==> src/hdl/r2k_pkg.sv <==
// Shared types, constants and romaji key tables for the romaji-to-kana stream unit.
// No dependencies.
`default_nettype none
package r2k_pkg;

   typedef logic [15:0] unit_type;

   typedef struct packed {
      unit_type unit;
      logic     last;
   } beat_type;

   typedef struct packed {
      logic     hit;
      unit_type k0;
      unit_type k1;
   } kana_type;

   typedef struct packed {
      logic [1:0] n_emit;
      unit_type   u0;
      unit_type   u1;
      logic [1:0] used;
      logic       bare_n;
   } tok_res_type;

   localparam unit_type KANA_CHOON     = 16'h30FC;
   localparam unit_type KANA_SMALL_TSU = 16'h3063;
   localparam unit_type KANA_N         = 16'h3093;
   localparam unit_type ASCII_HYPHEN   = 16'h002D;
   localparam unit_type ASCII_N        = 16'h006E;
   localparam unit_type ASCII_LOW_A    = 16'h0061;
   localparam unit_type ASCII_LOW_Z    = 16'h007A;
   localparam unit_type ASCII_UP_A     = 16'h0041;
   localparam unit_type ASCII_UP_Z     = 16'h005A;

   function automatic unit_type fold_case(input unit_type c);
      unit_type r;
      r = c;
      if (c >= ASCII_UP_A && c <= ASCII_UP_Z) begin
         r = c + 16'h0020;
      end
      return r;
   endfunction

   function automatic logic is_doubling(input unit_type c);
      logic r;
      r = (c >= ASCII_LOW_A) && (c <= ASCII_LOW_Z);
      case (c[7:0])
         "a", "i", "u", "e", "o", "n": r = 1'b0;
         default: ;
      endcase
      return r;
   endfunction

   function automatic kana_type key1(input logic [7:0] c0);
      kana_type r;
      r = '{hit: 1'b1, k0: 16'h0000, k1: 16'h0000};
      case (c0)
         "a": r.k0 = 16'h3042;
         "i": r.k0 = 16'h3044;
         "u": r.k0 = 16'h3046;
         "e": r.k0 = 16'h3048;
         "o": r.k0 = 16'h304A;
         "n": r.k0 = 16'h3093;
         default: r.hit = 1'b0;
      endcase
      return r;
   endfunction

   function automatic kana_type key2(input logic [15:0] c);
      kana_type r;
      r = '{hit: 1'b1, k0: 16'h0000, k1: 16'h0000};
      case (c)
         "ka": r.k0 = 16'h304B;  "ki": r.k0 = 16'h304D;  "ku": r.k0 = 16'h304F;
         "ke": r.k0 = 16'h3051;  "ko": r.k0 = 16'h3053;
         "sa": r.k0 = 16'h3055;  "si": r.k0 = 16'h3057;  "su": r.k0 = 16'h3059;
         "se": r.k0 = 16'h305B;  "so": r.k0 = 16'h305D;
         "ta": r.k0 = 16'h305F;  "ti": r.k0 = 16'h3061;  "tu": r.k0 = 16'h3064;
         "te": r.k0 = 16'h3066;  "to": r.k0 = 16'h3068;
         "na": r.k0 = 16'h306A;  "ni": r.k0 = 16'h306B;  "nu": r.k0 = 16'h306C;
         "ne": r.k0 = 16'h306D;  "no": r.k0 = 16'h306E;
         "ha": r.k0 = 16'h306F;  "hi": r.k0 = 16'h3072;  "fu": r.k0 = 16'h3075;
         "hu": r.k0 = 16'h3075;  "he": r.k0 = 16'h3078;  "ho": r.k0 = 16'h307B;
         "ma": r.k0 = 16'h307E;  "mi": r.k0 = 16'h307F;  "mu": r.k0 = 16'h3080;
         "me": r.k0 = 16'h3081;  "mo": r.k0 = 16'h3082;
         "ya": r.k0 = 16'h3084;  "yu": r.k0 = 16'h3086;  "yo": r.k0 = 16'h3088;
         "ra": r.k0 = 16'h3089;  "ri": r.k0 = 16'h308A;  "ru": r.k0 = 16'h308B;
         "re": r.k0 = 16'h308C;  "ro": r.k0 = 16'h308D;
         "wa": r.k0 = 16'h308F;  "wo": r.k0 = 16'h3092;
         "ga": r.k0 = 16'h304C;  "gi": r.k0 = 16'h304E;  "gu": r.k0 = 16'h3050;
         "ge": r.k0 = 16'h3052;  "go": r.k0 = 16'h3054;
         "za": r.k0 = 16'h3056;  "ji": r.k0 = 16'h3058;  "zi": r.k0 = 16'h3058;
         "zu": r.k0 = 16'h305A;  "ze": r.k0 = 16'h305C;  "zo": r.k0 = 16'h305E;
         "da": r.k0 = 16'h3060;  "di": r.k0 = 16'h3062;  "du": r.k0 = 16'h3065;
         "de": r.k0 = 16'h3067;  "do": r.k0 = 16'h3069;
         "ba": r.k0 = 16'h3070;  "bi": r.k0 = 16'h3073;  "bu": r.k0 = 16'h3076;
         "be": r.k0 = 16'h3079;  "bo": r.k0 = 16'h307C;
         "pa": r.k0 = 16'h3071;  "pi": r.k0 = 16'h3074;  "pu": r.k0 = 16'h3077;
         "pe": r.k0 = 16'h307A;  "po": r.k0 = 16'h307D;
         "ja": begin r.k0 = 16'h3058; r.k1 = 16'h3083; end
         "ju": begin r.k0 = 16'h3058; r.k1 = 16'h3085; end
         "jo": begin r.k0 = 16'h3058; r.k1 = 16'h3087; end
         "ye": begin r.k0 = 16'h3044; r.k1 = 16'h3047; end
         "wi": begin r.k0 = 16'h3046; r.k1 = 16'h3043; end
         "we": begin r.k0 = 16'h3046; r.k1 = 16'h3047; end
         "va": begin r.k0 = 16'h3094; r.k1 = 16'h3041; end
         "vi": begin r.k0 = 16'h3094; r.k1 = 16'h3043; end
         "vu": r.k0 = 16'h3094;
         "ve": begin r.k0 = 16'h3094; r.k1 = 16'h3047; end
         "vo": begin r.k0 = 16'h3094; r.k1 = 16'h3049; end
         "je": begin r.k0 = 16'h3058; r.k1 = 16'h3047; end
         "fa": begin r.k0 = 16'h3075; r.k1 = 16'h3041; end
         "fi": begin r.k0 = 16'h3075; r.k1 = 16'h3043; end
         "fe": begin r.k0 = 16'h3075; r.k1 = 16'h3047; end
         "fo": begin r.k0 = 16'h3075; r.k1 = 16'h3049; end
         default: r.hit = 1'b0;
      endcase
      return r;
   endfunction

   function automatic kana_type key3(input logic [23:0] c);
      kana_type r;
      r = '{hit: 1'b1, k0: 16'h0000, k1: 16'h0000};
      case (c)
         "shi": r.k0 = 16'h3057;
         "chi": r.k0 = 16'h3061;
         "tsu": r.k0 = 16'h3064;
         "kya": begin r.k0 = 16'h304D; r.k1 = 16'h3083; end
         "kyu": begin r.k0 = 16'h304D; r.k1 = 16'h3085; end
         "kyo": begin r.k0 = 16'h304D; r.k1 = 16'h3087; end
         "sha", "sya": begin r.k0 = 16'h3057; r.k1 = 16'h3083; end
         "shu", "syu": begin r.k0 = 16'h3057; r.k1 = 16'h3085; end
         "sho", "syo": begin r.k0 = 16'h3057; r.k1 = 16'h3087; end
         "cha", "tya": begin r.k0 = 16'h3061; r.k1 = 16'h3083; end
         "chu", "tyu": begin r.k0 = 16'h3061; r.k1 = 16'h3085; end
         "cho", "tyo": begin r.k0 = 16'h3061; r.k1 = 16'h3087; end
         "nya": begin r.k0 = 16'h306B; r.k1 = 16'h3083; end
         "nyu": begin r.k0 = 16'h306B; r.k1 = 16'h3085; end
         "nyo": begin r.k0 = 16'h306B; r.k1 = 16'h3087; end
         "hya": begin r.k0 = 16'h3072; r.k1 = 16'h3083; end
         "hyu": begin r.k0 = 16'h3072; r.k1 = 16'h3085; end
         "hyo": begin r.k0 = 16'h3072; r.k1 = 16'h3087; end
         "mya": begin r.k0 = 16'h307F; r.k1 = 16'h3083; end
         "myu": begin r.k0 = 16'h307F; r.k1 = 16'h3085; end
         "myo": begin r.k0 = 16'h307F; r.k1 = 16'h3087; end
         "rya": begin r.k0 = 16'h308A; r.k1 = 16'h3083; end
         "ryu": begin r.k0 = 16'h308A; r.k1 = 16'h3085; end
         "ryo": begin r.k0 = 16'h308A; r.k1 = 16'h3087; end
         "gya": begin r.k0 = 16'h304E; r.k1 = 16'h3083; end
         "gyu": begin r.k0 = 16'h304E; r.k1 = 16'h3085; end
         "gyo": begin r.k0 = 16'h304E; r.k1 = 16'h3087; end
         "zya", "jya": begin r.k0 = 16'h3058; r.k1 = 16'h3083; end
         "zyu", "jyu": begin r.k0 = 16'h3058; r.k1 = 16'h3085; end
         "zyo", "jyo": begin r.k0 = 16'h3058; r.k1 = 16'h3087; end
         "dya": begin r.k0 = 16'h3062; r.k1 = 16'h3083; end
         "dyu": begin r.k0 = 16'h3062; r.k1 = 16'h3085; end
         "dyo": begin r.k0 = 16'h3062; r.k1 = 16'h3087; end
         "bya": begin r.k0 = 16'h3073; r.k1 = 16'h3083; end
         "byu": begin r.k0 = 16'h3073; r.k1 = 16'h3085; end
         "byo": begin r.k0 = 16'h3073; r.k1 = 16'h3087; end
         "pya": begin r.k0 = 16'h3074; r.k1 = 16'h3083; end
         "pyu": begin r.k0 = 16'h3074; r.k1 = 16'h3085; end
         "pyo": begin r.k0 = 16'h3074; r.k1 = 16'h3087; end
         "she": begin r.k0 = 16'h3057; r.k1 = 16'h3047; end
         "che": begin r.k0 = 16'h3061; r.k1 = 16'h3047; end
         "tsa": begin r.k0 = 16'h3064; r.k1 = 16'h3041; end
         "tsi": begin r.k0 = 16'h3064; r.k1 = 16'h3043; end
         "tse": begin r.k0 = 16'h3064; r.k1 = 16'h3047; end
         "tso": begin r.k0 = 16'h3064; r.k1 = 16'h3049; end
         "fyu": begin r.k0 = 16'h3075; r.k1 = 16'h3085; end
         default: r.hit = 1'b0;
      endcase
      return r;
   endfunction

endpackage
`default_nettype wire

==> src/hdl/r2k_token.sv <==
// Token decoder: takes one token off the head of the lookahead window.
// Depends on r2k_pkg.
`default_nettype none
module r2k_token
   import r2k_pkg::*;
(
   input  var unit_type    w0,
   input  var unit_type    w1,
   input  var unit_type    w2,
   input  var logic [1:0]  count,
   input  var logic        prev_bare_n,
   output tok_res_type     res
);

   unit_type l0, l1, l2;
   logic     ascii0, ascii1, ascii2;
   kana_type k1, k2, k3;
   logic     dbl, hit1, hit2, hit3;

   always_comb begin
      l0 = fold_case(w0);
      l1 = fold_case(w1);
      l2 = fold_case(w2);
      ascii0 = (l0[15:8] == 8'h00);
      ascii1 = (l1[15:8] == 8'h00);
      ascii2 = (l2[15:8] == 8'h00);
      k1 = key1(l0[7:0]);
      k2 = key2({l0[7:0], l1[7:0]});
      k3 = key3({l0[7:0], l1[7:0], l2[7:0]});
      dbl  = (count >= 2'd2) && (l0 == l1) && is_doubling(l0);
      hit3 = (count == 2'd3) && ascii0 && ascii1 && ascii2 && k3.hit;
      hit2 = (count >= 2'd2) && ascii0 && ascii1 && k2.hit;
      hit1 = ascii0 && k1.hit;

      res = '{n_emit: 2'd1, u0: w0, u1: 16'h0000, used: 2'd1, bare_n: 1'b0};
      if (dbl) begin
         res.u0 = KANA_SMALL_TSU;
      end else if (hit3) begin
         res.used = 2'd3;
         res.u0 = k3.k0;
         res.u1 = k3.k1;
         res.n_emit = (k3.k1 != 16'h0000) ? 2'd2 : 2'd1;
      end else if (hit2) begin
         res.used = 2'd2;
         res.u0 = k2.k0;
         res.u1 = k2.k1;
         res.n_emit = (k2.k1 != 16'h0000) ? 2'd2 : 2'd1;
      end else if (hit1) begin
         res.u0 = k1.k0;
         if (l0 == ASCII_N) begin
            // drop a bare n that follows a bare n
            res.bare_n = 1'b1;
            res.n_emit = prev_bare_n ? 2'd0 : 2'd1;
         end
      end else if (w0 == ASCII_HYPHEN) begin
         res.u0 = KANA_CHOON;
      end
   end

endmodule
`default_nettype wire

==> src/hdl/r2k_outq.sv <==
// Result queue: four beats, takes up to two beats per cycle, hands out one when rsp_stall is low.
// Depends on r2k_pkg.
`default_nettype none
module r2k_outq
   import r2k_pkg::*;
(
   input  var logic       clock,
   input  var logic       reset,
   input  var logic [1:0] push_n,
   input  var beat_type   push_d0,
   input  var beat_type   push_d1,
   output logic [2:0]     fill,
   output logic           rsp_valid,
   input  var logic       rsp_stall,
   output beat_type       head
);

   beat_type   mem_ff [4];
   logic [1:0] wp_ff, rp_ff;
   logic [2:0] cnt_ff, cnt_in;
   logic       pop;

   assign pop       = rsp_valid && !rsp_stall;
   assign rsp_valid = (cnt_ff != 3'd0);
   assign head      = mem_ff[rp_ff];
   assign fill      = cnt_ff;
   assign cnt_in    = cnt_ff + {1'b0, push_n} - {2'b00, pop};

   always_ff @(posedge clock) begin
      if (push_n != 2'd0) begin
         mem_ff[wp_ff] <= push_d0;
      end
      if (push_n == 2'd2) begin
         mem_ff[wp_ff + 2'd1] <= push_d1;
      end
   end

   always_ff @(posedge clock) begin
      if (reset) begin
         wp_ff  <= '0;
         rp_ff  <= '0;
         cnt_ff <= '0;
      end else begin
         wp_ff  <= wp_ff + push_n;
         rp_ff  <= rp_ff + {1'b0, pop};
         cnt_ff <= cnt_in;
      end
   end

endmodule
`default_nettype wire

==> src/hdl/romaji_to_kana_stream_unit.sv <==
// Top level of the romaji-to-hiragana stream converter.
// Depends on r2k_pkg, r2k_token and r2k_outq.
`default_nettype none
// Converts a stream of UTF-16 code units, typed as romaji, into hiragana.
// Each input beat is appended to a three-unit lookahead window; each token
// taken from the window (small tsu for a doubled consonant, the longest romaji
// key of up to three letters, or a passed-through unit) is processed while the
// window takes no new beat, and after the end-of-text beat the tokens left in
// the window are taken before a closing step ends the string. Tokens emit up
// to two units into a four-beat result queue; a token is processed only when
// two queue slots are free, so rsp_stall backs up into req_stall.
// Letters compare case-blind, '-' becomes the long-vowel mark, and a run of
// bare n gives a single n-kana. During the end-of-text flush the newest result
// is held back one token so that the true final unit of the string can carry
// rsp_last_unit; a string whose flush emits nothing gets no last marker.
module romaji_to_kana_stream_unit
   import r2k_pkg::*;
(
   input  var logic     clock,
   input  var logic     reset,
   input  var logic     req_valid,
   output logic         req_stall,
   input  var unit_type req_code_unit,
   input  var logic     req_end_of_text,
   output logic         rsp_valid,
   input  var logic     rsp_stall,
   output unit_type     rsp_out_unit,
   output logic         rsp_last_unit
);

   unit_type    w_ff [3];
   unit_type    w_in [3];
   logic [1:0]  cnt_ff, cnt_in;
   logic        flush_ff, flush_in;
   logic        bare_n_ff, bare_n_in;
   logic        hold_v_ff, hold_v_in;
   unit_type    hold_ff, hold_in;
   logic [1:0]  push_n;
   beat_type    push_d0, push_d1, head;
   logic [2:0]  fill;
   logic        room, accept, tok_go, close_go;
   tok_res_type tok;

   r2k_token u_token (
      .w0          (w_ff[0]),
      .w1          (w_ff[1]),
      .w2          (w_ff[2]),
      .count       (cnt_ff),
      .prev_bare_n (bare_n_ff),
      .res         (tok)
   );

   r2k_outq u_outq (
      .clock     (clock),
      .reset     (reset),
      .push_n    (push_n),
      .push_d0   (push_d0),
      .push_d1   (push_d1),
      .fill      (fill),
      .rsp_valid (rsp_valid),
      .rsp_stall (rsp_stall),
      .head      (head)
   );

   assign rsp_out_unit  = head.unit;
   assign rsp_last_unit = head.last;

   // window takes a beat only when no token is waiting
   assign room      = (fill <= 3'd2);
   assign req_stall = flush_ff || (cnt_ff == 2'd3);
   assign accept    = req_valid && !req_stall;
   assign tok_go    = room && ((cnt_ff == 2'd3) || (flush_ff && cnt_ff != 2'd0));
   assign close_go  = room && flush_ff && (cnt_ff == 2'd0);

   always_comb begin
      w_in      = w_ff;
      cnt_in    = cnt_ff;
      flush_in  = flush_ff;
      bare_n_in = bare_n_ff;
      hold_v_in = hold_v_ff;
      hold_in   = hold_ff;
      push_n    = 2'd0;
      push_d0   = '{unit: tok.u0, last: 1'b0};
      push_d1   = '{unit: tok.u1, last: 1'b0};

      if (accept) begin
         // append the beat at the tail
         case (cnt_ff)
            2'd0:    w_in[0] = req_code_unit;
            2'd1:    w_in[1] = req_code_unit;
            default: w_in[2] = req_code_unit;
         endcase
         cnt_in   = cnt_ff + 2'd1;
         flush_in = req_end_of_text;
      end else if (tok_go) begin
         bare_n_in = tok.bare_n;
         cnt_in    = cnt_ff - tok.used;
         case (tok.used)
            2'd1: begin
               w_in[0] = w_ff[1];
               w_in[1] = w_ff[2];
            end
            2'd2:    w_in[0] = w_ff[2];
            default: ;
         endcase
         if (!flush_ff) begin
            push_n = tok.n_emit;
         end else if (tok.n_emit != 2'd0) begin
            // hold the newest unit back; advance the older ones
            hold_v_in = 1'b1;
            hold_in   = (tok.n_emit == 2'd2) ? tok.u1 : tok.u0;
            if (hold_v_ff) begin
               push_d0 = '{unit: hold_ff, last: 1'b0};
               push_d1 = '{unit: tok.u0, last: 1'b0};
               push_n  = (tok.n_emit == 2'd2) ? 2'd2 : 2'd1;
            end else begin
               push_n  = (tok.n_emit == 2'd2) ? 2'd1 : 2'd0;
            end
         end
      end else if (close_go) begin
         // end of string: release the held unit as the last beat
         push_d0   = '{unit: hold_ff, last: 1'b1};
         push_n    = hold_v_ff ? 2'd1 : 2'd0;
         hold_v_in = 1'b0;
         flush_in  = 1'b0;
         bare_n_in = 1'b0;
      end
   end

   always_ff @(posedge clock) begin
      w_ff    <= w_in;
      hold_ff <= hold_in;
   end

   always_ff @(posedge clock) begin
      if (reset) begin
         cnt_ff    <= '0;
         flush_ff  <= 1'b0;
         bare_n_ff <= 1'b0;
         hold_v_ff <= 1'b0;
      end else begin
         cnt_ff    <= cnt_in;
         flush_ff  <= flush_in;
         bare_n_ff <= bare_n_in;
         hold_v_ff <= hold_v_in;
      end
   end

endmodule
`default_nettype wire

==> config.mk <==
export PLATFORM = sky130hd
export DESIGN_NAME = romaji_to_kana_stream_unit
export DESIGN_NICKNAME = d
export VERILOG_FILES = /design/src/hdl/r2k_pkg.sv /design/src/hdl/r2k_token.sv /design/src/hdl/r2k_outq.sv /design/src/hdl/romaji_to_kana_stream_unit.sv
export SDC_FILE = /design/constraint.sdc
export NUM_CORES = 1
export LEC_CHECK = 0
export ABC_CLOCK_PERIOD_IN_PS = 19800
export BUFFER_PORTS_ARGS = -buffer_cell sky130_fd_sc_hd__buf_2
export CORE_UTILIZATION = 60
export DETAILED_ROUTE_END_ITERATION = 12
export PLACE_DENSITY_LB_ADDON = 0.1
export SLEW_MARGIN = 5
export SYNTH_ARGS = -nofsm -noshare
export SYNTH_HDL_FRONTEND = slang
export SYNTH_SLANG_ARGS = --single-unit
==> constraint.sdc <==
create_clock -name clock -period 19.8 [get_ports clock]
set_input_delay 3.96 -clock clock [delete_from_list [all_inputs] [get_ports clock]]
set_output_delay 3.96 -clock clock [all_outputs]
set_load 0.005 [all_outputs]
==> Implementation_results.wiki, run 1 <==
{| class="wikitable"
! Metric !! Value
|-
| Number of design-rule violations left by the first detailed-router iteration || 1,557
|-
| Element type at the critical path end || register
|-
| Number of fill cells in the layout || between 1,000 and 1,500
|-
| Unrepaired setup endpoints after global routing || no
|-
| Post-route design area || 0.01198 mm2
|-
| Number of enable flip-flop cells after synthesis || ~130
|-
| TritonCTS clock tree || done
|-
| Final HPWL DP || about 27 mm
|-
| Instance area at placement || 0.01136 mm2
|-
| Count of TritonRoute iterations in the first routing pass || 7
|-
| Final Skew || 11.11 ps
|-
| Buffers on Ports || 39
|-
| Endpoint of the lowest-slack register-to-register path || u_outq.mem_ff[2][4]$_DFFE_PP_
|-
| Cell chosen for the clock root || sky130_fd_sc_hd__clkbuf_16
|-
| Min-delay worst type || reg -> reg
|-
| Die height || about 140 um
|-
| Count of nets left with antenna violations after detail routing || 0
|-
| Type of element launching the critical path || register
|-
| Via count || around 11,000
|-
| Area growth from synthesis to layout || 8.305%
|-
| Fraction of layout instances using a drive strength above 1 || ~14%
|-
| Most common cell after layout, fill and taps aside || sky130_fd_sc_hd__nand2_1
|-
| Number of global-route vias before repair || 10,068
|-
| Yosys top cell by area || sky130_fd_sc_hd__edfxtp_1
|-
| Static leakage power || roughly 0.0038 uW
|-
| # nets final || 1,237
|-
| Total chip power || 974.0 uW
|-
| Final Max Slew Viols || 0
|-
| Sequential fraction of the synthesis area || a little under two fifths
|-
| Core box area || approximately 0.018 mm2
|-
| Pin count of the biggest net entering global routing || 42
|-
| Die Outline Area || about 0.019 mm2
|-
| Detailed-route vias per instance || around 7.6
|-
| Data arrival time of the worst path || between 7000 and 8000 ps
|-
| Yosys warning total || 0
|-
| Number of antenna violations at the first check in global routing || 1
|-
| Tightest slew margin relative to the limit || about 11%
|-
| Number of max-cap violations || 0
|-
| Leftover overflow at the end of global routing || 0
|-
| Average detailed-routed wire length per instance || 26.48 um
|-
| Global-route wire length before repair || a little under 60 mm
|-
| Synth Net Count || ~1,200
|-
| Total power density per cell area || 81.33 mW/mm2
|-
| Antenna diodes || 0
|-
| Post-placement worst setup slack || 12,350 ps
|-
| # H-tree levels || 4
|-
| Cell count after synthesis || around 1,200
|-
| Setup violation total in the final timing report || 0
|-
| Top library cells by usage in the layout, fill and taps aside || sky130_fd_sc_hd__nand2_1 (138), sky130_fd_sc_hd__edfxtp_1 (128), sky130_fd_sc_hd__nor2_1 (90)
|-
| Clock edge transition at the registers on the reported setup and hold paths || 70 ps
|-
| Count of standard-cell rows || about 50
|-
| Final hold vios || 0
|-
| Hold Path Sink || bare_n_ff$_SDFFE_PP0P_
|-
| Drc violations || 0
|-
| Critical Setup Path Class || reg -> reg
|-
| Top-area cell type share of the netlist area || 34.76%
|-
| Syn avg cell area || 9.146 um2
|-
| Worst-case vdd ir drop || roughly 74 uV
|-
| Maximum clock insertion buffer count || 2
|-
| Initial Utilization || 61.35%
|-
| Sum of routed wire length over all layers || 38.24 mm
|-
| Number of hold buffers added after cts || 0
|-
| Transition time at the pin with the least slew margin || between 1000 and 1500 ps
|-
| Worst reg-to-reg setup slack || approximately 12,000 ps
|-
| Resized Gates After CTS || 0
|-
| Startpoint of the most critical register-to-register path || w_ff[37]$_DFFE_PP_
|-
| Number of primary I/O pins || 40
|-
| Required @ worst endpoint || roughly 20,000 ps
|-
| # Post-CTS Setup Buffers || 0
|-
| Worst hold slack after final layout || about 460 ps
|-
| Peak clock frequency supported by timing || 130.1 MHz
|-
| Critical-path maximum fanout || 15
|-
| Launch point of the worst hold path || bare_n_ff$_SDFFE_PP0P_
|-
| Area contributors post-synth || sky130_fd_sc_hd__edfxtp_1 (35%), sky130_fd_sc_hd__nand2_1 (4.7%), sky130_fd_sc_hd__mux4_2 (3.5%)
|-
| Chip Width || about 140 um
|-
| Fin Setup TNS || 0 ps
|-
| Distinct cell type count of the synthesized netlist || between 100 and 150
|-
| Prevailing post-synth register cell || sky130_fd_sc_hd__edfxtp_1
|-
| Global placement routability congestion || between 1 and 1.5
|-
| Post-synthesis cell area || between 0.01 and 0.015 mm2
|-
| Cell count of the worst hold path || 2
|-
| Total clock buffers created by CTS || 17
|-
| CTS sink count || about 140
|-
| Synth async-reset ratio || 0%
|-
| Run status || complete, no violations
|-
| Overall Global Routing Usage || a little over two fifths
|-
| Post-route worst setup slack || approximately 12,000 ps
|-
| #FFs+latches synth || between 100 and 150
|-
| Worst-Skew Late Latency || about 430 ps
|-
| Depth of the worst register-to-register path || 20
|-
| Portion of the clock cycle consumed by the worst path in the final layout || slightly below 40%
|-
| Tmin final || ~7700 ps
|}
[sequential cells by signal, indices dropped and copies added, names as in the netlist]
register / count
u_outq.mem_ff: 68
w_ff: 48
hold_ff: 16
u_outq.fill: 3
cnt_ff: 2
u_outq.rp_ff: 2
u_outq.wp_ff: 2
bare_n_ff: 1
flush_ff: 1
hold_v_ff: 1
[Yosys cell counts (17+ instances only)]
library cell                  n
sky130_fd_sc_hd__nor2_1      90
sky130_fd_sc_hd__o2bb2ai_1   21
sky130_fd_sc_hd__nor3_1      36
sky130_fd_sc_hd__o21ai_0     75
sky130_fd_sc_hd__and3_1      17
sky130_fd_sc_hd__inv_1       26
sky130_fd_sc_hd__edfxtp_1   128
sky130_fd_sc_hd__nand3_1     30
sky130_fd_sc_hd__nand4_1     17
sky130_fd_sc_hd__mux2i_1     28
sky130_fd_sc_hd__mux4_2      17
sky130_fd_sc_hd__clkbuf_1    57
sky130_fd_sc_hd__o22ai_1     42
sky130_fd_sc_hd__nand2_1    138
sky130_fd_sc_hd__a21oi_1     62
[through the flow]
stage	instances	util (%)
finish	1444	66.44
global placement	1412	63.04
global route	1444	66.44
detailed placement	1412	63.04
floorplan	1209	-
CTS	1444	66.44
[area by class of cell]
class | instances | area (um2) | area share [%]
clock buffer | 17 | 425.4 | 3.552
clock inverter | 15 | 188.9 | 1.578
inverter | 29 | 108.9 | 0.9089
multi-input combinational | 946 | 6420 | 53.60
sequential | 144 | 4164 | 34.77
tap | 229 | 286.5 | 2.392
timing repair buffer | 64 | 382.9 | 3.197
[kinds of logic (layout without fill, tap and decap cells)]
kind of cell | after synthesis | count (layout) | share of synthesized area [%]
xor gates and xnor gates | 27 | 27 | 2.138
buffers and inverters | 119 | 125 | 4.458
adders and majority gates | 14 | 14 | 1.652
AOI/OAI and AO/OA | 403 | 403 | 26.41
muxes | 50 | 50 | 6.506
and+or+nand+nor | 452 | 452 | 21.18
DFF | 144 | 144 | 37.66
[per-layer routing]
metal | global-route usage [%] | vias up | wire length, um | part of all wire, %
li1 | - | 4751 | - | -
met1 | 57.86 | 5203 | 14840 | 39
met2 | 61.25 | 859 | 16760 | 44
met3 | 11.52 | 161 | 4733 | 12
met4 | 20.53 | 2 | 1887 | 4.9
met5 | 0 | - | 13 | 0.034
[worst max path at each step]
stage,start,end,slack [ps],cells after the start
2_1_floorplan,w_ff[37]$_DFFE_PP_,u_outq.mem_ff[2][10]$_DFFE_PP_,13440,19
3_3_place_gp,w_ff[37]$_DFFE_PP_,u_outq.mem_ff[2][3]$_DFFE_PP_,12680,20
3_5_place_dp,w_ff[37]$_DFFE_PP_,u_outq.mem_ff[2][3]$_DFFE_PP_,12350,20
4_1_cts,w_ff[37]$_DFFE_PP_,u_outq.mem_ff[2][7]$_DFFE_PP_,12330,20
5_1_grt,w_ff[37]$_DFFE_PP_,u_outq.mem_ff[0][2]$_DFFE_PP_,11630,19
6_report,w_ff[37]$_DFFE_PP_,u_outq.mem_ff[2][4]$_DFFE_PP_,12120,20
[report_power, final]
| group | switching [uW] | total, uW | internal, uW | leakage, uW |
|---|---|---|---|---|
| logic | 156 | 251 | 95.3 | 0.00228 |
| clock network | 157 | 329 | 172 | 0.000298 |
| registers | 37.9 | 395 | 357 | 0.00121 |
[worst max-delay path: stages, from the launching register on]
cell and delay, ps:
sky130_fd_sc_hd__edfxtp_1 480, sky130_fd_sc_hd__clkinv_1 280, sky130_fd_sc_hd__ha_1 390, sky130_fd_sc_hd__or4b_2 710, sky130_fd_sc_hd__nor4_2 430, sky130_fd_sc_hd__a22o_1 620, sky130_fd_sc_hd__nand3_1 270, sky130_fd_sc_hd__nor2b_1 190
sky130_fd_sc_hd__o21ai_0 160, sky130_fd_sc_hd__a31oi_2 470, sky130_fd_sc_hd__nor2_1 100, sky130_fd_sc_hd__o31ai_1 630, sky130_fd_sc_hd__inv_1 110, sky130_fd_sc_hd__ha_1 290, sky130_fd_sc_hd__nand2b_1 170, sky130_fd_sc_hd__or2_2 330
sky130_fd_sc_hd__nand3_1 110, sky130_fd_sc_hd__o21ai_0 100, sky130_fd_sc_hd__nor2_1 760, sky130_fd_sc_hd__o21ai_1 500, sky130_fd_sc_hd__buf_4 350
Note: power is estimated with default switching activity, not from simulation.
==> run 2, diff against run 1 <==
Settings changed: ABC_CLOCK_PERIOD_IN_PS 19800 to 6800, CORE_UTILIZATION 60 to 58.
Clock period 19.8 ns to 6.8 ns, I/O delays scaled along.
==> Implementation_results.wiki, run 2 (synthesis results as in run 1) <==
{| class="wikitable"
! Metric !! Value
|-
| Startpoint of the most critical register-to-register path || w_ff[37]$_DFFE_PP_
|-
| Number of fill cells in the layout || ~1,500
|-
| Clock edge transition at the registers on the reported setup and hold paths || around 70 ps
|-
| Number of hold buffers added after cts || 0
|-
| Total power density per cell area || 237.9 mW/mm2
|-
| Top library cells by usage in the layout, fill and taps aside || sky130_fd_sc_hd__nand2_1 (138), sky130_fd_sc_hd__edfxtp_1 (128), sky130_fd_sc_hd__nor2_1 (90)
|-
| Count of TritonRoute iterations in the first routing pass || 6
|-
| Cell count of the worst hold path || 2
|-
| Transition time at the pin with the least slew margin || between 1000 and 1500 ps
|-
| Fin Setup TNS || 0 ps
|-
| List of cells traversed by the critical path || clkinv_1 -> ha_1 -> or4b_2 -> nor4_2 -> a22o_1 -> nand2_1 -> o22ai_1 -> a2111oi_1 -> a31oi_2 -> nor2_1 -> o31ai_1 -> inv_1 -> ha_1 -> nand2b_1 -> or2_2 -> nand3_1 -> o21ai_0 -> nor2_1 -> o21ai_1 -> buf_4
|-
| Cell depth of the worst setup path || 20
|-
| Global placement routability congestion || 1.038
|-
| Hold Path Sink || bare_n_ff$_SDFFE_PP0P_
|-
| Element type at the critical path end || register
|-
| Maximum clock insertion buffer count || 2
|-
| Final Skew || about 13 ps
|-
| Data arrival time of the worst path || ~6400 ps
|-
| Setup violation total in the final timing report || 0
|-
| Final Max Slew Viols || 0
|-
| Detailed-route vias per instance || between 7 and 8
|-
| Chip Width || 140.1 um
|-
| Buffers on Ports || 39
|-
| Cell chosen for the clock root || sky130_fd_sc_hd__clkbuf_16
|-
| DP Cell Count || ~1,400
|-
| FF/Latch Area || between 0.004 and 0.005 mm2
|-
| Sum of routed wire length over all layers || approximately 39 mm
|-
| Via count || between 10,000 and 15,000
|-
| Overall Global Routing Usage || between 40% and 50%
|-
| Area growth from synthesis to layout || 10.14%
|-
| Most common cell after layout, fill and taps aside || sky130_fd_sc_hd__nand2_1
|-
| Critical Setup Path Class || reg -> reg
|-
| Depth of the worst register-to-register path || 20
|-
| Tmin final || 6275 ps
|-
| Number of primary I/O pins || 40
|-
| Leftover overflow at the end of global routing || 0
|-
| Top flop regs || u_outq.mem_ff (68), w_ff (48), hold_ff (16)
|-
| Required @ worst endpoint || 6970 ps
|-
| Resized Gates After CTS || 0
|-
| Peak clock frequency supported by timing || between 150 and 200 MHz
|-
| Area of the multi-input gates || between 0.006 and 0.007 mm2
|-
| Number of global-route vias before repair || 10,227
|-
| TritonCTS clock tree || done
|-
| Largest incremental delay on the critical path || between 700 and 800 ps
|-
| # Post-CTS Setup Buffers || 0
|-
| Fraction of layout instances using a drive strength above 1 || 15.47%
|-
| Worst reg-to-reg setup slack || between 500 and 600 ps
|-
| Die Outline Area || 0.01962 mm2
|-
| Number of design-rule violations left by the first detailed-router iteration || 1,436
|-
| Register with the most flip-flops || u_outq.mem_ff
|-
| Die height || between 100 and 150 um
|-
| Core box area || approximately 0.019 mm2
|-
| Number of antenna violations at the first check in global routing || 0
|-
| Initial Utilization || 59.12%
|-
| Final hold vios || 0
|-
| Launch point of the worst hold path || bare_n_ff$_SDFFE_PP0P_
|-
| Global-route wire length before repair || around 60 mm
|-
| Finished Layout Cells || between 1,000 and 1,500
|-
| Worst-Skew Late Latency || 440 ps
|-
| Endpoint of the lowest-slack register-to-register path || u_outq.mem_ff[2][8]$_DFFE_PP_
|-
| Tightest slew margin relative to the limit || between 20% and 30%
|-
| Flip-flop count of the largest register, all copies and words added || a little under 70
|-
| Drc violations || 0
|-
| Count of nets left with antenna violations after detail routing || 0
|-
| Pin count of the biggest net entering global routing || 38
|-
| CTS sink count || 144
|-
| Critical-path maximum fanout || 16
|-
| Count of standard-cell rows || 50
|-
| Average detailed-routed wire length per instance || between 20 and 30 um
|-
| Static leakage power || 0.003909 uW
|-
| Total clock buffers created by CTS || 17
|-
| Min-delay worst type || reg -> reg
|-
| Portion of the clock cycle consumed by the worst path in the final layout || 92.28%
|-
| Type of element launching the critical path || register
|-
| Run status || complete, no violations
|-
| Antenna diodes || 0
|-
| Worst-case vdd ir drop || between 200 and 250 uV
|-
| Total chip power || a little under 3000 uW
|-
| Final HPWL DP || 28.38 mm
|-
| Number of max-cap violations || 0
|-
| # nets final || approximately 1,300
|-
| CP max stage cell || sky130_fd_sc_hd__or4b_2
|-
| Critical path buffers and inverters || 3
|-
| Unrepaired setup endpoints after global routing || no
|-
| # H-tree levels || 4
|-
| Crit-path leading delay family || simple AND/OR/NAND/NOR gates
|}
## run 2: cell types whose count changed in the layout (fill, tap and decap cells not counted), sizes merged
cell,delta
clkinvlp,+1
inv,+2
buf,+26
clkinv,-5
bufinv,+2
## run 2: power breakdown
| group | leakage, uW | internal, uW | total (uW) | switching, uW |
|---|---|---|---|---|
| Sequential | 0.00121 | 1040 | 1140 | 101 |
| Clock | 0.000299 | 560 | 995 | 435 |
| Combinational | 0.00240 | 285 | 762 | 477 |
| Total | 0.00391 | 1880 | 2900 | 1010 |
## run 2: worst max-delay path by stage
stage                        from  slack (ps)                             end
6_report       w_ff[37]$_DFFE_PP_         530   u_outq.mem_ff[2][8]$_DFFE_PP_
5_1_grt        w_ff[37]$_DFFE_PP_         150   u_outq.mem_ff[0][2]$_DFFE_PP_
4_1_cts        w_ff[37]$_DFFE_PP_         700   u_outq.mem_ff[2][8]$_DFFE_PP_
3_5_place_dp   w_ff[37]$_DFFE_PP_         740   u_outq.mem_ff[3][4]$_DFFE_PP_
3_3_place_gp   w_ff[37]$_DFFE_PP_         910   u_outq.mem_ff[3][3]$_DFFE_PP_
2_1_floorplan  w_ff[37]$_DFFE_PP_         440  u_outq.mem_ff[2][10]$_DFFE_PP_
## run 2: final cells by class
type	instances	area share (%)
multi-input cells	946	52.71
clock inverters	15	1.562
inverters	29	0.8938
well taps	234	2.404
repair buffers	90	4.746
flip-flops and latches	144	34.19
clock buffers	17	3.493
## run 2: routing by layer
metal  wire, um  share of wire, %  global-route usage, %
met3       4227                11                  6.325
met5          0                 0                      0
met2      17490                45                  61.63
met1      15390                39                  55.76
met4       1974               5.1                  20.82
## run 2: tightest hold or removal path, cell delays in order (launching register included)
cell                      delay (ps)
sky130_fd_sc_hd__dfxtp_1         310
sky130_fd_sc_hd__nand2_1          50
sky130_fd_sc_hd__a21oi_1          50
## run 2: per-stage QoR
step	setup WS, ps	hold WS, ps	area (um2)	util, %
6_report	525.1	453.3	12180	65.11
5_1_grt	154.1	487.2	12180	65.11
4_1_cts	698.6	453.8	12180	65.11
3_5_place_dp	740.0	444.7	11560	61.82
3_3_place_gp	911.4	433.6	11560	61.82
2_1_floorplan	440.5	427.3	11060	-
==> run 3, diff against run 2 <==
Settings changed: ABC_CLOCK_PERIOD_IN_PS 6800 to 8100, CORE_UTILIZATION 58 to 60.
Clock period 6.8 ns to 8.1 ns, I/O delays scaled along.
==> Implementation_results.wiki, run 3 (synthesis results as in run 1) <==
{| class="wikitable"
! Metric !! Value
|-
| Fraction of layout instances using a drive strength above 1 || between 10% and 20%
|-
| Layer carrying the most global-route usage || met2
|-
| Peak clock frequency supported by timing || approximately 140 MHz
|-
| Die Outline Area || roughly 0.019 mm2
|-
| Register with the most flip-flops || u_outq.mem_ff
|-
| Via count || 11,112
|-
| Worst hold slack after final layout || approximately 460 ps
|-
| GR Util met1 || a little under three fifths
|-
| Resized Gates After CTS || 0
|-
| Number of primary I/O pins || 40
|-
| Worst-Skew Late Latency || between 400 and 500 ps
|-
| Core box area || 0.01802 mm2
|-
| Clock edge transition at the registers on the reported setup and hold paths || around 70 ps
|-
| Number of hold buffers added after cts || 0
|-
| Min-delay worst type || reg -> reg
|-
| Number of antenna violations at the first check in global routing || 0
|-
| Met2 layer usage reported by global route || a little over three fifths
|-
| Die height || between 100 and 150 um
|-
| Critical-path maximum fanout || 16
|-
| Leftover overflow at the end of global routing || 0
|-
| Number of fill cells in the layout || between 1,000 and 1,500
|-
| Flip-flop count of the largest register, all copies and words added || 68
|-
| Element type at the critical path end || register
|-
| Initial Utilization || 61.35%
|-
| Post-route worst setup slack || roughly 1100 ps
|-
| Global placement routability congestion || approximately 1.1
|-
| Portion of the clock cycle consumed by the worst path in the final layout || slightly below 90%
|-
| Count of TritonRoute iterations in the first routing pass || 6
|-
| Count of standard-cell rows || between 40 and 50
|-
| Final HPWL DP || between 20 and 30 mm
|-
| Worst-case vdd ir drop || 241.9 uV
|-
| Overall Global Routing Usage || 41.79%
|-
| Tightest slew margin relative to the limit || between 6 and 7%
|-
| # Post-CTS Setup Buffers || 0
|-
| Total chip power || about 2400 uW
|-
| Final hold vios || 0
|-
| Type of element launching the critical path || register
|-
| Cell chosen for the clock root || sky130_fd_sc_hd__clkbuf_16
|-
| TritonCTS clock tree || done
|-
| Most common cell after layout, fill and taps aside || sky130_fd_sc_hd__nand2_1
|-
| Buffers on Ports || 39
|-
| Maximum clock insertion buffer count || 2
|-
| Sum of routed wire length over all layers || ~39 mm
|-
| Met3 routing resource usage after global routing || 9.639%
|-
| Total clock buffers created by CTS || 17
|-
| Area growth from synthesis to layout || 9.097%
|-
| Global-route wire length before repair || a little under 60 mm
|-
| Drc violations || 0
|-
| Number of design-rule violations left by the first detailed-router iteration || between 1,500 and 2,000
|-
| # H-tree levels || 4
|-
| Post-placement worst setup slack || 1431 ps
|-
| Number of global-route vias before repair || between 10,000 and 15,000
|-
| Top flop regs || u_outq.mem_ff (68), w_ff (48), hold_ff (16)
|-
| Top library cells by usage in the layout, fill and taps aside || sky130_fd_sc_hd__nand2_1 (138), sky130_fd_sc_hd__edfxtp_1 (128), sky130_fd_sc_hd__nor2_1 (90)
|-
| Static leakage power || roughly 0.0038 uW
|-
| Antenna diodes || 0
|-
| Pin count of the biggest net entering global routing || 42
|-
| Chip Width || about 140 um
|-
| Run status || complete, no violations
|-
| Fin Setup TNS || 0 ps
|-
| Final Skew || 15.22 ps
|-
| Critical Setup Path Class || reg -> reg
|-
| Number of max-cap violations || 0
|-
| Setup violation total in the final timing report || 0
|-
| Count of nets left with antenna violations after detail routing || 0
|-
| CTS sink count || around 140
|-
| Total power density per cell area || 200.2 mW/mm2
|-
| Unrepaired setup endpoints after global routing || no
|-
| Required @ worst endpoint || 8160 ps
|-
| Transition time at the pin with the least slew margin || approximately 1400 ps
|-
| Data arrival time of the worst path || ~7000 ps
|-
| Tmin final || around 7000 ps
|-
| # nets final || approximately 1,200
|-
| Average detailed-routed wire length per instance || approximately 27 um
|-
| Final Max Slew Viols || 0
|-
| Detailed-route vias per instance || 7.637
|}
## run 3: cell types whose count changed in the layout (fill, tap and decap cells not counted), sizes merged
| cell | before | now |
|---|---|---|
| clkinv | 6 | 9 |
| inv | 35 | 33 |
| buf | 90 | 75 |
| bufinv | 2 | 1 |
## run 3: final timing paths
check	endpoint	slack, ps	from	depth (start not counted)
worst min-delay path	bare_n_ff$_SDFFE_PP0P_	460	bare_n_ff$_SDFFE_PP0P_	2
worst max-delay path	u_outq.mem_ff[0][12]$_DFFE_PP_	1050	w_ff[37]$_DFFE_PP_	19
worst max register to register	u_outq.mem_ff[0][12]$_DFFE_PP_	1050	w_ff[37]$_DFFE_PP_	19
worst min register to register	bare_n_ff$_SDFFE_PP0P_	460	bare_n_ff$_SDFFE_PP0P_	2
## run 3: critical path: stages (launching register included)
cell and delay (ps):
sky130_fd_sc_hd__edfxtp_1 490, sky130_fd_sc_hd__clkinv_1 290, sky130_fd_sc_hd__ha_1 400, sky130_fd_sc_hd__or4b_2 730, sky130_fd_sc_hd__nor4_2 420, sky130_fd_sc_hd__a22o_1 570, sky130_fd_sc_hd__nand2_1 290, sky130_fd_sc_hd__o32ai_1 370
sky130_fd_sc_hd__a2111oi_1 130, sky130_fd_sc_hd__a31oi_2 390, sky130_fd_sc_hd__nor2_1 100, sky130_fd_sc_hd__o31ai_1 210, sky130_fd_sc_hd__buf_4 180, sky130_fd_sc_hd__inv_1 40, sky130_fd_sc_hd__ha_1 250, sky130_fd_sc_hd__nand2b_1 170
sky130_fd_sc_hd__nor2_1 180, sky130_fd_sc_hd__nand4_2 250, sky130_fd_sc_hd__a21o_1 490, sky130_fd_sc_hd__nand2_1 700
## run 3: area by class of cell
| cell class | instances | area (um2) | area share (%) |
|---|---|---|---|
| clock inverters | 15 | 193.9 | 1.608 |
| multi-input cells | 946 | 6420 | 53.21 |
| clock buffers | 17 | 425.4 | 3.526 |
| flip-flops and latches | 144 | 4164 | 34.52 |
| repair buffers | 75 | 465.4 | 3.858 |
| inverters | 29 | 108.9 | 0.9023 |
| well taps | 229 | 286.5 | 2.375 |
## run 3: power by group
part	internal, uW	switching, uW	total (uW)
logic	237	387	624
registers	872	96.9	969
clock network	444	377	822
total	1550	861	2410
## run 3: through the flow
step	instance area, um2	utilization [%]	std cells
2_1_floorplan	11060	-	1209
3_3_place_gp	11440	63.49	1423
3_5_place_dp	11440	63.49	1423
4_1_cts	12060	66.93	1455
5_1_grt	12060	66.93	1455
6_report	12060	66.93	1455
## run 3: routing by layer
layer / up-vias / share of wire [%] / wire [um]
li1: 4787 / - / -
met1: 5237 / 39 / 15140
met2: 915 / 44 / 17160
met3: 173 / 12 / 4759
met4: 0 / 4.7 / 1835
met5: - / 0 / 0
